[config.mk]
export PLATFORM = sky130hd
export DESIGN_NAME = joystick_calibrate_normalize
export DESIGN_NICKNAME = d
export VERILOG_FILES = /design/src/rtl/jcn_pkg.sv /design/src/rtl/joystick_calibrate_normalize.sv
export SDC_FILE = /design/constraint.sdc
export NUM_CORES = 1
export LEC_CHECK = 0
export BUFFER_PORTS_ARGS = -buffer_cell sky130_fd_sc_hd__buf_2
export CAP_MARGIN = 15
export CORE_AREA = 3 3 230 232
export DETAILED_ROUTE_END_ITERATION = 12
export DIE_AREA = 0 0 233 235
export PLACE_DENSITY = 0.54
export SLEW_MARGIN = 20
export SYNTH_ARGS = -nofsm -noshare
export SYNTH_HDL_FRONTEND = slang
export SYNTH_SLANG_ARGS = --single-unit
[constraint.sdc]
create_clock -name clk -period 8.74 [get_ports clk]
set_input_delay 2.185 -clock clk [delete_from_list [all_inputs] [get_ports clk]]
set_output_delay 2.185 -clock clk [all_outputs]
set_load 0.005 [all_outputs]
[src/rtl/jcn_pkg.sv]
package jcn_pkg;

	localparam int SAMPLE_W      = 8;
	localparam int PERCENT_SCALE = 100;
	localparam int PERCENT_MAX   = 100;
	localparam int DZ_W          = 7;
	localparam int MARGIN_W      = 8;
	localparam int DIR_W         = 3;

	localparam int SAMPLE_MAX = (1 << SAMPLE_W) - 1;
	localparam int DIV_W      = $clog2(SAMPLE_MAX * PERCENT_SCALE + 1);
	localparam int CNT_W      = $clog2(DIV_W);

	localparam logic [DZ_W-1:0]     DEAD_ZONE_RST = DZ_W'(10);
	localparam logic [MARGIN_W-1:0] MARGIN_RST    = MARGIN_W'(10);

	localparam logic [1:0] ACT_CAPTURE   = 2'd0;
	localparam logic [1:0] ACT_CALIBRATE = 2'd1;
	localparam logic [1:0] ACT_READ      = 2'd2;

	localparam logic [DIR_W-1:0] DIR_NEUTRAL = 3'd0;
	localparam logic [DIR_W-1:0] DIR_RIGHT   = 3'd1;
	localparam logic [DIR_W-1:0] DIR_LEFT    = 3'd2;
	localparam logic [DIR_W-1:0] DIR_UP      = 3'd3;
	localparam logic [DIR_W-1:0] DIR_DOWN    = 3'd4;

	localparam logic REG_DEAD_ZONE = 1'b0;
	localparam logic REG_MARGIN    = 1'b1;

	typedef struct packed {
		logic [1:0]          action;
		logic [SAMPLE_W-1:0] x_sample;
		logic [SAMPLE_W-1:0] y_sample;
	} jcn_in_t;

	typedef struct packed {
		logic signed [7:0]  x_percent;
		logic signed [7:0]  y_percent;
		logic [DIR_W-1:0]   direction;
	} jcn_out_t;

endpackage

[src/rtl/joystick_calibrate_normalize.sv]
// Channel   | Signals                              | Direction
// sample    | sample_valid, sample_ready, sample   | in
// result    | result_valid, result_ready, result   | out
// apb       | psel, penable, pwrite, paddr, ...    | in/out
//
// Each item is accepted in ST_IDLE, then runs through ST_DIV, the bit-serial restoring divider
// (one quotient bit per axis per cycle), and ST_FIN, which saturates, applies the dead zone
// and loads the result register.
// The next item is taken as soon as the divider is free, even while a result waits.
// arst_n clears calibration to neutral 0, maximum 0, minimum 255, registers to 10.
// A stalled result holds the divider in its final cycle until the result register frees.
module joystick_calibrate_normalize import jcn_pkg::*; (
	input  logic        clk,
	input  logic        arst_n,
	input  logic        sample_valid,
	output logic        sample_ready,
	input  jcn_in_t     sample,
	output logic        result_valid,
	input  logic        result_ready,
	output jcn_out_t    result,
	input  logic        psel,
	input  logic        penable,
	input  logic        pwrite,
	input  logic [2:0]  paddr,
	input  logic [31:0] pwdata,
	output logic [31:0] prdata,
	output logic        pready
);

	localparam logic [1:0] ST_IDLE = 2'd0;
	localparam logic [1:0] ST_DIV  = 2'd1;
	localparam logic [1:0] ST_FIN  = 2'd2;

	logic [1:0]          state_q;
	logic [CNT_W-1:0]    cnt_q;
	logic [DZ_W-1:0]     dead_zone_q;
	logic [MARGIN_W-1:0] margin_q;

	logic [SAMPLE_W-1:0] neutral_q [2];
	logic [SAMPLE_W-1:0] max_q     [2];
	logic [SAMPLE_W-1:0] min_q     [2];

	logic [DIV_W-1:0]    num_q  [2];
	logic [DIV_W-1:0]    quo_q  [2];
	logic [SAMPLE_W-1:0] rem_q  [2];
	logic [SAMPLE_W-1:0] div_q  [2];
	logic                neg_q  [2];
	logic                zero_q [2];
	logic [DIR_W-1:0]    dir_q;

	logic                result_valid_q;
	jcn_out_t            result_q;

	logic                take;
	logic                reg_wr;
	logic                out_free;
	logic [SAMPLE_W-1:0] smp        [2];
	logic [SAMPLE_W-1:0] absd       [2];
	logic                dneg       [2];
	logic signed [SAMPLE_W:0] span  [2];
	logic [SAMPLE_W-1:0] abs_span   [2];
	logic [DIV_W-1:0]    dividend   [2];
	logic [SAMPLE_W:0]   trial      [2];
	logic                qbit       [2];
	logic [SAMPLE_W-1:0] rem_next   [2];
	logic [DIV_W-1:0]    quo_fin    [2];
	logic [DZ_W-1:0]     mag        [2];
	logic [7:0]          pct        [2];
	logic [DIR_W-1:0]    dir_next;
	logic [SAMPLE_W:0]   x9, y9, xn9, yn9, m9;

	assign sample_ready = (state_q == ST_IDLE);
	assign take         = sample_valid && sample_ready;
	assign out_free     = !result_valid_q || result_ready;
	assign result_valid = result_valid_q;
	assign result       = result_q;
	assign pready       = 1'b1;
	assign reg_wr       = psel && penable && pwrite;

	assign smp[0] = sample.x_sample;
	assign smp[1] = sample.y_sample;

	always_comb begin
		for (int i = 0; i < 2; i++) begin
			dneg[i] = smp[i] < neutral_q[i];
			absd[i] = dneg[i] ? neutral_q[i] - smp[i] : smp[i] - neutral_q[i];
			if (dneg[i]) begin
				span[i] = $signed({1'b0, neutral_q[i]}) - $signed({1'b0, min_q[i]});
			end else begin
				span[i] = $signed({1'b0, max_q[i]}) - $signed({1'b0, neutral_q[i]});
			end
			abs_span[i] = span[i][SAMPLE_W] ? SAMPLE_W'(-span[i]) : span[i][SAMPLE_W-1:0];
			dividend[i] = DIV_W'(absd[i]) * DIV_W'(PERCENT_SCALE);

			trial[i]    = {rem_q[i], num_q[i][DIV_W-1]};
			qbit[i]     = trial[i] >= {1'b0, div_q[i]};
			rem_next[i] = qbit[i] ? SAMPLE_W'(trial[i] - {1'b0, div_q[i]})
				: trial[i][SAMPLE_W-1:0];

			quo_fin[i] = quo_q[i];
			mag[i]     = (quo_fin[i] > DIV_W'(PERCENT_MAX)) ? DZ_W'(PERCENT_MAX)
				: quo_fin[i][DZ_W-1:0];
			if (zero_q[i] || mag[i] < dead_zone_q) begin
				mag[i] = '0;
			end
			pct[i] = neg_q[i] ? 8'(-{1'b0, mag[i]}) : {1'b0, mag[i]};
		end
	end

	always_comb begin
		x9  = {1'b0, sample.x_sample};
		y9  = {1'b0, sample.y_sample};
		xn9 = {1'b0, neutral_q[0]};
		yn9 = {1'b0, neutral_q[1]};
		m9  = {1'b0, margin_q};
		if (x9 > xn9 + m9) begin
			dir_next = DIR_RIGHT;
		end else if (x9 + m9 < xn9) begin
			dir_next = DIR_LEFT;
		end else if (y9 > yn9 + m9) begin
			dir_next = DIR_UP;
		end else if (y9 + m9 < yn9) begin
			dir_next = DIR_DOWN;
		end else begin
			dir_next = DIR_NEUTRAL;
		end
	end

	always_comb begin
		unique case (paddr[2])
			REG_DEAD_ZONE: prdata = 32'(dead_zone_q);
			REG_MARGIN:    prdata = 32'(margin_q);
			default:       prdata = '0;
		endcase
	end

	always_ff @(posedge clk or negedge arst_n) begin
		if (!arst_n) begin
			dead_zone_q <= DEAD_ZONE_RST;
			margin_q    <= MARGIN_RST;
		end else if (reg_wr) begin
			unique case (paddr[2])
				REG_DEAD_ZONE: dead_zone_q <= pwdata[DZ_W-1:0];
				REG_MARGIN:    margin_q    <= pwdata[MARGIN_W-1:0];
				default:       ;
			endcase
		end
	end

	always_ff @(posedge clk or negedge arst_n) begin
		if (!arst_n) begin
			for (int i = 0; i < 2; i++) begin
				neutral_q[i] <= '0;
				max_q[i]     <= '0;
				min_q[i]     <= '1;
			end
		end else if (take) begin
			case (sample.action)
				ACT_CAPTURE: begin
					for (int i = 0; i < 2; i++) begin
						neutral_q[i] <= smp[i];
					end
				end
				ACT_CALIBRATE: begin
					for (int i = 0; i < 2; i++) begin
						if (smp[i] > max_q[i]) max_q[i] <= smp[i];
						if (smp[i] < min_q[i]) min_q[i] <= smp[i];
					end
				end
				default: ;
			endcase
		end
	end

	always_ff @(posedge clk or negedge arst_n) begin
		if (!arst_n) begin
			state_q        <= ST_IDLE;
			cnt_q          <= '0;
			result_valid_q <= 1'b0;
		end else begin
			if (state_q == ST_FIN && out_free) begin
				result_valid_q <= 1'b1;
			end else if (result_ready) begin
				result_valid_q <= 1'b0;
			end
			unique case (state_q)
				ST_IDLE: begin
					if (take) begin
						state_q <= ST_DIV;
						cnt_q   <= '0;
					end
				end
				ST_DIV: begin
					if (cnt_q == CNT_W'(DIV_W - 1)) begin
						state_q <= ST_FIN;
					end else begin
						cnt_q <= cnt_q + 1'b1;
					end
				end
				ST_FIN: begin
					if (out_free) begin
						state_q <= ST_IDLE;
					end
				end
				default: state_q <= ST_IDLE;
			endcase
		end
	end

	always_ff @(posedge clk) begin
		if (take) begin
			dir_q <= dir_next;
			for (int i = 0; i < 2; i++) begin
				num_q[i]  <= dividend[i];
				quo_q[i]  <= '0;
				rem_q[i]  <= '0;
				div_q[i]  <= abs_span[i];
				neg_q[i]  <= dneg[i] ^ span[i][SAMPLE_W];
				zero_q[i] <= (span[i] == '0);
			end
		end else if (state_q == ST_DIV) begin
			for (int i = 0; i < 2; i++) begin
				num_q[i] <= {num_q[i][DIV_W-2:0], 1'b0};
				quo_q[i] <= {quo_q[i][DIV_W-2:0], qbit[i]};
				rem_q[i] <= rem_next[i];
			end
		end
		if (state_q == ST_FIN && out_free) begin
			result_q.x_percent <= pct[0];
			result_q.y_percent <= pct[1];
			result_q.direction <= dir_q;
		end
	end

	a_take_starts_div: assert property (@(posedge clk) disable iff (!arst_n)
		take |=> (state_q == ST_DIV && cnt_q == '0))
		else $error("divider did not start on transfer");

	a_result_from_fin: assert property (@(posedge clk) disable iff (!arst_n)
		$rose(result_valid) |-> $past(state_q) == ST_FIN)
		else $error("result raised outside final step");

	a_rem_bound: assert property (@(posedge clk) disable iff (!arst_n)
		(state_q == ST_DIV && !zero_q[0]) |-> rem_q[0] < div_q[0])
		else $error("x remainder not below divisor");

	a_pct_range: assert property (@(posedge clk) disable iff (!arst_n)
		result_valid |-> ($signed(result.x_percent) <= 8'sd100 &&
			$signed(result.x_percent) >= -8'sd100 &&
			$signed(result.y_percent) <= 8'sd100 &&
			$signed(result.y_percent) >= -8'sd100))
		else $error("percent out of range");

	a_no_take_busy: assert property (@(posedge clk) disable iff (!arst_n)
		(state_q == ST_DIV) |-> !sample_ready)
		else $error("transfer taken while dividing");

endmodule

* After elaboration in Yosys (flattened, before gate mapping)
Memories as Yosys holds them, arrays and structs flattened.
Index checks and enable logic that the tools add are counted.
** Operators by class
- Reduce and logical (&&, ||, !) cells :: 24
- Multiplexer cells :: 38
- Eq/ne operators :: 8
- Bitwise logic cells :: 9
- Order comparisons :: 16
- Add/subtract/negate cells :: 19
- Multipliers :: 2
** Operator list (number)
- 8-bit 2-to-1 mux :: 8
- 32-bit one-hot mux with 2 select lines :: 1
- 8-bit subtractor :: 6
- 7-bit 2-to-1 mux :: 6
- 8-bit by 8-bit adder with 9-bit output :: 4
- 8-bit by 8-bit subtractor with 9-bit output :: 4
- 8-bit less-than comparator :: 4
- 15-bit by 7-bit greater-than comparator with 1-bit output (second input constant) :: 2
- 15-bit 2-to-1 mux :: 2
- 14-bit 2-to-1 mux :: 2
- 8-bit by 5-bit multiplier with 13-bit output (second input constant) :: 2
- 9-bit by 8-bit greater-or-equal comparator with 1-bit output :: 2
- 8-bit by 9-bit greater-than comparator with 1-bit output :: 2
- 9-bit logical NOT :: 2
- 9-bit by 8-bit less-than comparator with 1-bit output :: 2
- 9-bit 2-to-1 mux :: 2
- 3-bit AND reduction :: 6
- 8-bit greater-than comparator :: 2
- 7-bit negation with 8-bit output :: 2
- 8-bit negation :: 2
- 7-bit less-than comparator :: 2
- 2-bit 2-to-1 mux :: 5
- 4-bit 2-to-1 mux :: 2
- 4-bit one-hot mux with 2 select lines :: 1
- 19 further kinds :: 43
** Word-level totals
- Memories :: 6
- Logic and storage cells :: 140
- Memory bits (writable) :: 94
- Register bits :: 92
- Output and inout bits :: 54
- Input bits :: 60
** Memories
- quo_q :: depth 2, width 15, rd ports 2, clocked after Yosys merged registers in 0, write ports 2, RTL line joystick_calibrate_normalize.sv:44 : logic [DIV_W-1:0] quo_q [2];
- num_q :: depth 2, width 14, rd ports 2, clocked after Yosys merged registers in 0, write ports 2, RTL line joystick_calibrate_normalize.sv:43 : logic [DIV_W-1:0] num_q [2];
- div_q :: depth 2, width 8, rd ports 2, clocked after Yosys merged registers in 0, write ports 2, RTL line joystick_calibrate_normalize.sv:46 : logic [SAMPLE_W-1:0] div_q [2];
- rem_q :: depth 2, width 8, rd ports 2, clocked after Yosys merged registers in 0, write ports 2, RTL line joystick_calibrate_normalize.sv:45 : logic [SAMPLE_W-1:0] rem_q [2];
- neg_q :: depth 2, width 1, rd ports 2, clocked after Yosys merged registers in 0, write ports 2, RTL line joystick_calibrate_normalize.sv:47 : logic neg_q [2];
- zero_q :: depth 2, width 1, rd ports 2, clocked after Yosys merged registers in 0, write ports 2, RTL line joystick_calibrate_normalize.sv:48 : logic zero_q [2];

* Longest topological paths before layout
Gate-level depths: netlist of run 1.
An unclocked memory read counts as a cell.
- Depth in word-level cells :: 8
- Gate-level depth with buffers :: 27
- Mapped depth without buffers :: 25

* Least setup slack after synthesis of run 1
No wires, ideal clock.
- Path kind :: input-to-reg
- Start point :: in sample[0] (netlist name)
- End point :: mem num_q[0][27] (netlist name), data pin
- Path buffers :: 1
- Cell stages on the path :: 26
- Data required time :: 8473 ps
- Setup time :: 267 ps
- Setup slack :: 1713 ps
- Arrival :: 6760 ps
- Cells stage by stage :: inv_1 ha_1 inv_1 fa_1 a211oi_1 or3_1 a31o_1 buf_6 mux2_1 a31oi_1 o21ai_1 xor2_1 ha_1 ha_1 inv_1 fa_1 inv_1 ha_1 a21o_1 a21oi_1 o21bai_1 a21oi_1 o21bai_1 a21oi_1 xor2_1 o21ai_0
** RTL lines
- from (decl) :: RTL line joystick_calibrate_normalize.sv:17 : input jcn_in_t sample,
- to (decl) :: RTL line joystick_calibrate_normalize.sv:43

==> results of run 1 <==
per-stage QoR:
step / std cells / hold WS (ps)
after floorplan: 1576 / 400.3
after global placement: 2273 / 410.3
after detailed placement: 2273 / 414.7
after CTS: 2305 / 433.3
after global routing: 2306 / 446.1
final: 2306 / 429.5
per-layer routing:
metal / vias up / GRT usage
met3: 47 / 0.01540
met1: 5253 / 0.1810
li1: 5590 / -
met2: 135 / 0.2214
met4: 0 / 0.04983
met5: - / 0
registers in the layout, summed over array words and instances (netlist names), 7 cells and up:
register,flops
min_q,16
div_q,16
rem_q,16
result,19
neutral_q,16
margin_q,8
num_q,26
max_q,16
quo_q,30
dead_zone_q,7
worst paths after layout:
path	start	to	cells after the start
max	sample[8]	num_q[0][13]	25
min	dir_q[1]	result[1]	0
max reg2reg	neutral_q[9]	num_q[0][13]	22
min reg2reg	dir_q[1]	result[1]	0
max in group asynchronous	arst_n	dead_zone_q[6]	2
min in group asynchronous	arst_n	neutral_q[2]	1
kinds of logic after synthesis:
group,share of synthesized area
fa+ha+maj,0.2267
compound gates,0.1430
mux,0.05077
buf+inv,0.05833
flops,0.3414
xor+xnor,0.05636
other cells,0.0004931
simple gates,0.1229
layout by cell type (no fill, tap or decap), types with 14 or more instances in the layout:
cell,instances
edfxtp_1,114
nor3_1,15
dfrtp_1,50
o21bai_1,18
mux2_2,30
ha_1,244
a21o_1,27
clkbuf_16,17
xnor2_1,60
xor2_1,38
dfstp_2,20
inv_1,151
nor2_1,100
nor2b_1,20
conb_1,25
mux2i_1,41
nand2b_1,23
fa_1,20
o21ai_0,100
buf_2,61
a21oi_1,81
nand2_1,115
nand3_1,26
and2_1,31
o21a_1,14
final cells by class:
| cell class | count | share of cell area |
|---|---|---|
| flip-flops and latches | 184 | 0.3086 |
| repair buffers | 72 | 0.02302 |
| multi-input cells | 1186 | 0.5495 |
| clock buffers | 17 | 0.02525 |
| inverters | 151 | 0.03364 |
| well taps | 680 | 0.05050 |
| diodes | 1 | 0.0001485 |
| clock inverters | 15 | 0.009357 |
==> flow_metrics.tcl, run 1 <==
set metrics [dict create \
    place_congestion 0.8065 \
    syn_inst 1553 \
    setup_viol 0 \
    slew_headroom 0.2775 \
    dieHeight_um 235 \
    cts_buffers 17 \
    hold_buffers 0 \
    layout.nets 1936 \
    synthArstFlopShare 0.3804 \
    drtPass1Iterations 5 \
    synth_edf_count 114 \
    rsz0062_at_grt "no" \
    wl_per_cell_um 15.54 \
    worstSetupPathType "input pin to flip-flop" \
    cp_max_fo 12 \
    layout.area.seq_mm2 0.005200 \
    cp.arrival_ps 7430 \
    die_x_um 233 \
    multi_input_area_mm2 0.009258 \
    utilization 0.3291 \
    io_pins 114 \
    dieArea_mm2 0.05476 \
    route.met3.wl_um 851 \
    place_ws_ps 961.8 \
    cp_slowest_cell "fa_1" \
    clk_path_buf_depth 2 \
    hold_class "flip-flop to flip-flop" \
    post_cts_resized 0 \
    setup_tns_ps 0 \
    vias 11025 \
    hold_violations 0 \
    drt-vias-per-instance 4.781 \
    cp.required_ps 8910 \
    fin_crit_sh 0.8300 \
    grt_max_degree 73 \
    design_area_mm2 0.01685 \
    yosys-top-cells-count "ha_1, inv_1, nand2_1, edfxtp_1" \
    grt_pass1_wl_mm 58.81 \
    grt.total_usage 0.1345 \
    fin_ws_ps 1486 \
    placed_area_mm2 0.01626 \
    outcome "finished, final reports clean" \
    drt-initial-drc-count 504 \
    drt-met1-wl_mm 17.35 \
    netlist_top_cells_area "edfxtp_1, ha_1, dfrtp_1" \
    antenna_found_initial 1 \
    initial_core_util 0.2975 \
    wl_met2_mm 16.70 \
    max_stage_delay_ps 540 \
    rows 83 \
    post-synth-top-count-cell "ha_1" \
    critPathBufInv 6 \
    finalMaxSlewViolations 0 \
    ys.flop_type "edfxtp_1" \
    synth_area_leader_cell "edfxtp_1" \
    ff2ff_setup_slack_ps 2810 \
    core_mm2 0.05120 \
    maxUsedRoutingLayer "met4" \
    yosysWarnings 0 \
    drc_errors 0 \
    overflow 0 \
    dp_hpwl_mm 28.45 \
    cts_tree "yes" \
    final_layout_size_suffix_gt1_frac 0.1114 \
    syn_area_mm2 0.01523 \
    clk_pin_slew_worst_paths_ps 80 \
    cts_sinks 184 \
    synth_seq_area_share 0.3414 \
    cts_root_buf "clkbuf_16" \
    max_slew.worst_pin.slew_ps 1083 \
    finalClockSkew_ps 17.31 \
    insertion_delay_ps 460 \
    num-fill-cells 5228 \
    finalWirelength_mm 35.85 \
    fin_crit_ps 7254 \
    synth-seq-cells 184 \
    postSynthAreaPerCell_um2 9.807 \
    postCtsSetupBuffers 0 \
    io_buffer_count 62 \
    fmax_ghz 0.1379 \
    maxCapViolCount 0 \
    cp-start-kind "input pin" \
    ys_types 77 \
    synth_top_area_frac 0.2248 \
    crit_path_end_kind "flip-flop" \
    cp_top_family "adder cells" \
    grt_pass1_vias 11232 \
    syn_to_final_growth_pct 10.63 \
    ant_nets 0 \
    h-tree-depth 4 \
]
Power of run 1 is left out: the tool's default activity adds up to more than one toggle a clock period on the data nets, which glitch-free logic cannot reach.
==> run 2, diff against run 1 <==
- PLACE_DENSITY: 0.54 -> 0.56
- clock period: 8.74 -> 6.4 ns (I/O delays scaled with it)
==> flow_metrics.tcl, run 2 (synthesis results as in run 1) <==
set metrics [dict create \
    cp-start-kind "input pin" \
    worstSetupPathType "input pin to flip-flop" \
    finalClockSkew_ps 13.79 \
    cts_root_buf "clkbuf_16" \
    clk_pin_slew_worst_paths_ps 70 \
    setup_tns_ps 0 \
    fin_crit_sh 0.9521 \
    drt-initial-drc-count 544 \
    instances_no_fill 2387 \
    route.met3.wl_um 667 \
    final_layout_size_suffix_gt1_frac 0.1589 \
    cts_sinks 184 \
    wl_met2_mm 17.11 \
    grt_pass1_wl_mm 59.20 \
    final_common_cell "ha_1" \
    drt-vias-per-instance 4.740 \
    dieHeight_um 235 \
    layout_common_cells "ha_1, inv_1, nand2_1" \
    hold_violations 0 \
    finalMaxSlewViolations 0 \
    cp_max_fo 2 \
    clk_path_buf_depth 2 \
    rr_worst_depth 23 \
    largest_reg_flops 30 \
    holdPathStages 0 \
    hold_buffers 0 \
    wl_per_cell_um 14.97 \
    cts_tree "yes" \
    ant_nets 0 \
    fmax_ghz 0.1641 \
    maxCapViolCount 0 \
    dp_hpwl_mm 28.75 \
    cts_buffers 17 \
    finalWirelength_mm 35.73 \
    top_register "quo_q" \
    place_congestion 0.8551 \
    layout.nets 2017 \
    cp.required_ps 6580 \
    core_mm2 0.05120 \
    rows 83 \
    hold_slack_ps 433.3 \
    io_buffer_count 62 \
    max_slew.worst_pin.slew_ps 1020 \
    syn_to_final_growth_pct 14.91 \
    crit_path_end_kind "flip-flop" \
    place_ws_ps -340.2 \
    vias 11315 \
    drt-met1-wl_mm 16.87 \
    io_pins 114 \
    grt.total_usage 0.1342 \
    die_x_um 233 \
    drtPass1Iterations 5 \
    grt_pass1_vias 11574 \
    max_stage_delay_ps 490 \
    outcome "finished, final reports clean" \
    h-tree-depth 4 \
    fin_crit_ps 6093 \
    maxUsedRoutingLayer "met4" \
    cp_slowest_cell "fa_1" \
    dieArea_mm2 0.05476 \
    setup_viol 0 \
    dp_cells 2354 \
    cp.arrival_ps 6270 \
    fin_ws_ps 306.8 \
    slew_headroom 0.3158 \
    initial_core_util 0.2975 \
    antenna_found_initial 1 \
    insertion_delay_ps 460 \
    drc_errors 0 \
    hold_class "flip-flop to flip-flop" \
    overflow 0 \
    grt_max_degree 66 \
]
## run 2: changes by cell type in the layout (fill, tap and decap cells not counted), sizes merged
cell,delta
buf,+81
clkinvlp,-2
clkinv,-1
clkbuf,+2
inv,+1
## run 2: layer usage
| metal | up-vias | track usage |
|---|---|---|
| met4 | 0 | 0.05189 |
| met2 | 119 | 0.2228 |
| met3 | 45 | 0.01976 |
| li1 | 5750 | - |
| met5 | - | 0 |
| met1 | 5401 | 0.1755 |
## run 2: cell type report
type,instances,area [um^2]
tap,680,850.8
sequential,184,5200
clock inverter,13,130.1
multi-input combinational,1186,9298
timing repair buffer,153,1008
clock buffer,19,444.2
fill,5195,33700
inverter,151,566.8
antenna,1,2.502
## run 2: path summary, 6_finish.rpt
path | startpoint | to | slack [ps]
min in group asynchronous | arst_n | neutral_q[3] | 940
min | dir_q[1] | result[1] | 430
max | sample[0] | num_q[0][27] | 310
max reg2reg | neutral_q[9] | num_q[0][13] | 1020
max in group asynchronous | arst_n | neutral_q[15] | 4390
min reg2reg | dir_q[1] | result[1] | 430
## run 2: worst max-delay path: cells and delay by family
| kind | cells | cell delay, ps |
|---|---|---|
| fa+ha+maj | 6 | 1900 |
| compound gates | 11 | 1570 |
| buf+inv | 5 | 380 |
| mux | 1 | 350 |
| xor+xnor | 2 | 310 |
| simple gates | 1 | 150 |
## run 2: repair_timing
action                                  CTS  global route
endpoints found under the setup margin    0             4
setup buffers                             0             0
resized for setup                         0             7
## run 2: stage by stage
stage | area, um^2 | utilization
floorplan | 15320 | -
global route | 17500 | 0.3418
CTS | 17460 | 0.3410
global placement | 16880 | 0.3297
detailed placement | 16880 | 0.3297
finish | 17500 | 0.3418
Power of run 2 is left out for the same reason.
==> run 3, diff against run 2 <==
- CELL_PAD_IN_SITES_DETAIL_PLACEMENT: default -> 0
- CELL_PAD_IN_SITES_GLOBAL_PLACEMENT: default -> 1
- HOLD_SLACK_MARGIN: default -> 0.06
- PLACE_DENSITY: 0.56 -> 0.65
==> flow_metrics.tcl, run 3 (synthesis results as in run 1) <==
set metrics [dict create \
    layout.nets 2018 \
    drt-vias-per-instance 4.746 \
    drt-initial-drc-count 578 \
    die_x_um 233 \
    place_ws_ps -291.6 \
    fin_ws_ps 338.4 \
    io_pins 114 \
    cp_max_fo 2 \
    crit_path_end_kind "flip-flop" \
    largest_reg_flops 30 \
    dp_hpwl_mm 29.16 \
    ant_nets 0 \
    cts_buffers 17 \
    clk_path_buf_depth 2 \
    hold_slack_ps 434.8 \
    top_register "quo_q" \
    maxCapViolCount 0 \
    hold_class "flip-flop to flip-flop" \
    finalClockSkew_ps 15.02 \
    cp.required_ps 6600 \
    grt_pass1_wl_mm 59.66 \
    dieHeight_um 235 \
    final_common_cell "ha_1" \
    setup_viol 0 \
    layout.area.seq_mm2 0.005200 \
    cts_root_buf "clkbuf_16" \
    outcome "finished, final reports clean" \
    multi_input_area_mm2 0.009286 \
    fmax_ghz 0.1650 \
    insertion_delay_ps 480 \
    hold_violations 0 \
    hold_buffers 0 \
    core_mm2 0.05120 \
    finalWirelength_mm 36.89 \
    vias 11328 \
    slew_headroom 0.3318 \
    wl_per_cell_um 15.45 \
    cp.arrival_ps 6260 \
    cp_slowest_cell "fa_1" \
    diodes 0 \
    h-tree-depth 4 \
    clk_pin_slew_worst_paths_ps 70 \
    layout_common_cells "ha_1, inv_1, nand2_1, edfxtp_1" \
    syn_to_final_growth_pct 14.76 \
    final_layout_size_suffix_gt1_frac 0.1593 \
    drc_errors 0 \
    grt_max_degree 73 \
    fin_crit_sh 0.9471 \
    place_congestion 0.8281 \
    initial_core_util 0.2975 \
    grt.total_usage 0.1383 \
    rows 83 \
    cts_tree "yes" \
    drtPass1Iterations 5 \
    fin_crit_ps 6062 \
    cts_sinks 184 \
    antenna_found_initial 0 \
    dieArea_mm2 0.05476 \
    overflow 0 \
    num-fill-cells 5194 \
    finalMaxSlewViolations 0 \
    max_stage_delay_ps 490 \
    cp-start-kind "input pin" \
    grt_pass1_vias 11220 \
    max_slew.worst_pin.slew_ps 1002 \
    worstSetupPathType "input pin to flip-flop" \
    io_buffer_count 62 \
]
run 3: changes by cell type in the layout (fill, tap and decap cells not counted), sizes merged:
cell / delta
clkinv: +2
buf: +1
clkbuf: -1
clkinvlp: -1
diode: -1
run 3: critical path: cells and delay by family:
family	cells	cell delay (ps)
mux	1	320
buf+inv	6	490
simple gates	1	150
fa+ha+maj	6	1900
compound gates	10	1470
xor+xnor	2	320
run 3: cell type report:
cell class / count / area share
clock buffers: 18 / 0.02513
clock inverters: 14 / 0.007517
inverters: 151 / 0.03243
multi-input cells: 1186 / 0.5313
flip-flops and latches: 184 / 0.2975
well taps: 680 / 0.04868
repair buffers: 154 / 0.05741
run 3: timing repair:
item                       4_1_cts  5_1_grt
setup endpoints to repair        0        5
buffers inserted                 0        3
resized for setup                0        8
run 3: routing by layer:
metal,vias to the layer above,GRT usage,share of wire
li1,5758,-,-
met1,5411,0.1974,0.51
met2,129,0.2131,0.44
met3,30,0.02388,0.027
met4,0,0.04143,0.015
met5,-,0,0
run 3: final timing paths:
check	slack, ps	startpoint	to	cells past startpoint
worst max-delay path	340	sample[0]	num_q[0][26]	26
worst min-delay path	430	dir_q[0]	result[0]	0
worst max register to register	880	neutral_q[1]	num_q[0][26]	23
worst min register to register	430	dir_q[0]	result[0]	0
max in group asynchronous	4370	arst_n	max_q[6]	2
min in group asynchronous	1000	arst_n	dead_zone_q[6]	1
run 3: metrics by stage:
stage | util | area (um^2) | cells | setup TNS (ps)
after global routing | 0.3414 | 17480 | 2387 | -52.13
after detailed placement | 0.3292 | 16850 | 2352 | -1306
after global placement | 0.3292 | 16850 | 2352 | -928.9
after floorplan | - | 15320 | 1576 | 0
after CTS | 0.3404 | 17430 | 2384 | 0
final | 0.3414 | 17480 | 2387 | 0
Power of run 3 is left out for the same reason.
